### config.mk
export PLATFORM = sky130hd
export DESIGN_NAME = sscu_hash
export DESIGN_NICKNAME = d
export VERILOG_FILES = /design/src/rtl/core/sscu_pkg.sv /design/src/rtl/core/sscu_hash.sv
export SDC_FILE = /design/constraint.sdc
export NUM_CORES = 1
export LEC_CHECK = 0
export BUFFER_PORTS_ARGS = -buffer_cell sky130_fd_sc_hd__buf_4
export CORE_AREA = 2 2 99 120
export CTS_CLUSTER_SIZE = 12
export DETAILED_ROUTE_END_ITERATION = 6
export DIE_AREA = 0 0 101 122
export GPL_TIMING_DRIVEN = 0
export PLACE_DENSITY = 0.78
export REMOVE_ABC_BUFFERS = 1
export SLEW_MARGIN = 20
export SYNTH_ARGS = -nofsm -noshare
export SYNTH_HDL_FRONTEND = slang
export SYNTH_SLANG_ARGS = --single-unit
### constraint.sdc
create_clock -name clk -period 15.5 [get_ports clk]
set_input_delay 2.325 -clock clk [delete_from_list [all_inputs] [get_ports clk]]
set_output_delay 2.325 -clock clk [all_outputs]
set_load 0.1 [all_outputs]
### src/rtl/core/sscu_pkg.sv
// ----------------------------------------------------------------------------
// sscu_pkg
// Shared types and constants of the slot cache update block.
// ----------------------------------------------------------------------------
package sscu_pkg;

  localparam int NUM_SLOTS_DEF = 2048;
  localparam int MAP_CAP_DEF   = 4096;
  localparam int HASH_SIZE_DEF = 4096;

  localparam int ENTRY_W = 16;
  localparam int TOKEN_W = 32;

  localparam logic [31:0] HASH_MUL = 32'd2654435761;
  localparam logic [31:0] NO_TOKEN = 32'hFFFF_FFFF;

  localparam logic [30:0] PREFILL_RST = 31'd0;
  localparam logic [11:0] SLOTS_RST   = 12'd2048;
  localparam logic [15:0] BASE_RST    = 16'd2048;

  typedef enum logic [1:0] {
    CFG_PREFILL = 2'd0,
    CFG_SLOTS   = 2'd1,
    CFG_BASE    = 2'd2
  } cfg_idx_t;

  typedef enum logic [1:0] {
    PM_FIND = 2'd0,
    PM_DEL  = 2'd1,
    PM_INS  = 2'd2
  } pmode_t;

  typedef enum logic [4:0] {
    ST_CLEAR,
    ST_IDLE,
    ST_CLASS,
    ST_DMAP_RD,
    ST_DMAP_CHK,
    ST_HASH,
    ST_PRB_HOME,
    ST_PRB_RD,
    ST_PRB_E,
    ST_PRB_T,
    ST_HIT,
    ST_SWP_INIT,
    ST_SWP_RD,
    ST_SWP_CHK,
    ST_OLD_RD,
    ST_OLD_CHK,
    ST_DIR_CLR,
    ST_DIR_SET,
    ST_SHF_RD,
    ST_SHF_E,
    ST_SHF_T,
    ST_SHF_H,
    ST_SHF_END,
    ST_FILL,
    ST_FIN
  } state_t;

endpackage

### src/rtl/core/sscu_hash.sv
// ----------------------------------------------------------------------------
// sscu_hash
// Multiplicative hash: home bucket of a token, taken from the registered product.
// ----------------------------------------------------------------------------
module sscu_hash #(
  parameter int HASH_SIZE = sscu_pkg::HASH_SIZE_DEF,
  parameter int AW        = 12
) (
  input  logic          clk,
  input  logic [31:0]   t_in,
  output logic [AW-1:0] home
);

  localparam logic [15:0] HMASK = 16'(HASH_SIZE - 1);

  logic [31:0] prod_r;
  logic [15:0] hm;

  always_ff @(posedge clk) begin
    prod_r <= t_in * sscu_pkg::HASH_MUL;
  end

  assign hm   = prod_r[31:16] & HMASK;
  assign home = hm[AW-1:0];

endmodule

==> After elaboration in Yosys (flattened, before gate mapping) <==
Cells that the tools add are included.
{ "word_totals": {"ff_bits": 28, "out_inout_bits": 12, "word_cells": 2} }
{ "op_classes": {"mul": 1} }
{ "op_table": {"columns": ["op", "count"], "rows": [
  ["$mul 32x32->28 const B", 1]
]} }

==> Logic depth before layout (Yosys ltp) <==
{ "logic_depth": {"ltp_word": 1, "mapped_depth": 21} }

==> Worst setup path before layout <==
OpenSTA, ideal clock, no wires.
{ "synth_timing": {"path_type": "input to register", "from": "input t_in[11]", "to": "register prod_r[27]", "setup_time_ps": 72, "arrival_time_ps": 7239, "required_time_ps": 15428, "path_slack_ps": 8189, "path_stages": 19, "n_path_buf": 0, "cell_sequence": "ha_1 -> inv_1 -> fa_1 -> fa_1 -> fa_1 -> inv_1 -> fa_1 -> fa_1 -> inv_1 -> fa_1 -> inv_1 -> ha_1 -> a21o_1 -> a21oi_2 -> nor2b_1 -> o31a_1 -> a211o_1 -> o31ai_4 -> xnor2_1"} }
{ "synth_via": {"elab_chain_cells": 1} }
{ "synth_rtl": {"columns": ["element", "line_no", "rtl"], "rows": [
  ["start: declaration", "sscu_hash.sv:10", "input logic [31:0] t_in,"],
  ["$mul 32x32->28", "sscu_hash.sv:20", "prod_r <= t_in * sscu_pkg::HASH_MUL;"],
  ["end signal: assignment", "sscu_hash.sv:20", null],
  ["end: declaration", "sscu_hash.sv:16", "logic [31:0] prod_r;"]
]} }
Every way passes these cells.

==> Final worst setup path <==
{ "layout_timing": {"from": "input t_in[9]", "to": "register prod_r[27]"} }
Same word-level chain as after synthesis.

==> qor.yml <==
drt:
  wl_per_cell_um: 15.3
  drtAntennaViolNets: 0
  drt_iter0_drc: 141
  drcViolationCount: 0
  viasPerCell: 4.91
  finalWirelength_um: 13200
  vias: 4235
  dr.pass1.iters: 4
floorplan:
  die_area_um2: 12300
  die_y_um: 122
  die_x_um: 101
  num_rows: 43
  start_util: 0.583
  core_um2: 11300
  io_pins: 45
setup_path:
  slowest_delay_ns: 0.56
  worstPathArrival_ns: 7.74
  critical_path.cell_chain: "buf_4, ha_1, inv_1, fa_1, fa_1, inv_1, ha_1, fa_1, fa_1, inv_1, fa_1, inv_1, ha_1, and3_1, and3_1, a22oi_2, nand3_2, a211o_1, o31ai_4, xnor2_1"
  crit_top_cell: "fa_1"
  worstSetupEndpointType: "register"
  worst-path-buf-inv: 5
  worstSetupPathType: "in -> reg"
  slowest_stage: "fa_1"
  cp_max_fo: 5
  cpLargestDelayFamily: "adder cells"
  required_ns: 15.61
  start_kind: "input pin"
synthesis:
  synth-compound-area-share: 0.0353
  syn_avg_cell_area_um2: 9.63
  synth-xor-area-share: 0.0598
  ys_ff_latch: 12
  synth_top_family_by_area: "adder cells"
  yosys_warnings: 0
  synthAdderAreaFrac: 0.671
  netlist_instances: 684
  yosysSeqAreaShare: 0.0365
  synthMuxAreaShare: 0
  yosys.area_share.simple: 0.0215
  ys_types: 29
  synth_area_um2: 6590
cts:
  cts_buffers: 3
  cts_sinks: 12
  path_clk_slew_ns: 0.04
  h-tree-depth: 1
  root_buffer: "clkbuf_16"
  cts_tree: "built"
  cts_setup_buffers: 0
  clock_tree.buffer_depth: 2
  ctsHoldBuffers: 0
  postCtsResizedCells: 0
final_layout:
  layout_common_cells: "308 x inv_1, 144 x fa_1, 123 x ha_1, 40 x buf_4, 33 x xnor2_1"
  fin_util: 0.632
  syn2layout_area_growth_pct: 8.47
  largest-register: "prod_r"
  layout_commonest_cell: "inv_1"
  layout-drive-gt1-share: 0.0714
  reg.largest.list: "prod_r (12)"
  num-nets-final: 1029
  largest_reg_flops: 12
  n_antenna_cell: 0
placement:
  gp_congestion: 0.982
  dp_hpwl_um: 12600
  io_buffers: 40
sta:
  max_slew_margin: 0.638
  hold_viol_final: 0
  grt_setup_unrepaired: "false"
  setup_viol: 0
  max_slew.worst_pin.slew_ns: 0.537
  drv_slew: 0
  min_period_ns: 7.63
  fin_crit_sh: 0.492
  finalSetupTns_ns: 0
  fmax_mhz: 131
worst_hold_path:
  holdPathEnd: "prod_r[16]$_DFF_P_"
  min_from: "t_in[4]"
  holdCritPathClass: "in -> reg"
  hold_path_depth: 6
job:
  drv_cap: 0
global_route:
  grt_pass1_vias: 4907
  grt_start_max_net_pins: 11
  grt_overflow_total: 0
  grt.total_usage: 0.245
  grt_pass1_wl_um: 23000
  antenna_found_initial: 0
run_status:
  status: "complete, no violations"
synthesized netlist by cell type:
library cell | count | area share
inv_1 | 308 | 0.18
fa_1 | 144 | 0.44
ha_1 | 123 | 0.23
xnor2_1 | 33 | 0.044
dfxtp_1 | 12 | 0.036
xor2_1 | 12 | 0.016
a21oi_1 | 6 | 0.0046
o21ai_0 | 5 | 0.0038
o21a_1 | 4 | 0.0046
a211o_1 | 3 | 0.0040
and2_1 | 3 | 0.0028
and3_1 | 3 | 0.0028
nand2_1 | 3 | 0.0017
nor2_1 | 3 | 0.0017
a21o_1 | 2 | 0.0023
a21o_2 | 2 | 0.0027
and4_1 | 2 | 0.0027
nand2b_1 | 2 | 0.0019
nand4_1 | 2 | 0.0019
nor2b_1 | 2 | 0.0019
o31ai_4 | 2 | 0.0065
a211oi_1 | 1 | 0.0011
a21oi_2 | 1 | 0.0013
a22oi_2 | 1 | 0.0019
a311oi_1 | 1 | 0.0013
and4_4 | 1 | 0.0017
nand3_2 | 1 | 0.0015
nor3_1 | 1 | 0.00076
o31a_1 | 1 | 0.0013
worst min-delay path, cell delays in order:
cell and delay [ns]:
buf_4 0.13, nand4_1 0.07, o21ai_0 0.19, a22oi_2 0.27
nand2_1 0.13, nor2_1 0.10
area by class of cell:
cell class	instances	area [um2]
multi-input combinational	364	5190
clock buffer	4	88.8
timing repair buffer	40	300
sequential	12	240
tap	135	169
fill	924	4150
inverter	308	1160
stage by stage:
step	hold WS, ns	setup WS [ns]	cell area, um2	instances
2_1_floorplan	2.85	8.19	6590	684
3_3_place_gp	2.82	7.71	7060	859
3_5_place_dp	2.82	7.59	7060	859
4_1_cts	3.04	7.84	7140	863
5_1_grt	3.06	7.65	7140	863
6_report	3.01	7.87	7140	863
worst max path at each step:
stage	startpoint	end	slack (ns)	depth (start not counted)
5_1_grt	t_in[9]	prod_r[26]$_DFF_P_	7.65	22
3_3_place_gp	t_in[9]	prod_r[27]$_DFF_P_	7.71	20
3_5_place_dp	t_in[9]	prod_r[27]$_DFF_P_	7.59	20
2_1_floorplan	t_in[11]	prod_r[27]$_DFF_P_	8.19	19
6_report	t_in[9]	prod_r[27]$_DFF_P_	7.87	20
4_1_cts	t_in[9]	prod_r[27]$_DFF_P_	7.84	20
cell families after synthesis:
kind of cell / count (synthesis)
AND/OR/NAND/NOR: 23
adder cells (fa/ha/maj): 267
buffers and inverters: 308
XOR/XNOR: 45
AO/OA/AOI/OAI: 29
flip-flops: 12
per-layer routing:
layer,routed length [um],vias to the layer above,global-route usage
li1,-,2012,-
met1,4800,2115,0.285
met2,7510,86,0.478
met3,443,22,0.0207
met4,449,0,0.0667
met5,0,-,0
Power is not shown: default switching activity piles up to over one toggle a cycle in this logic, so the estimate is an artifact.
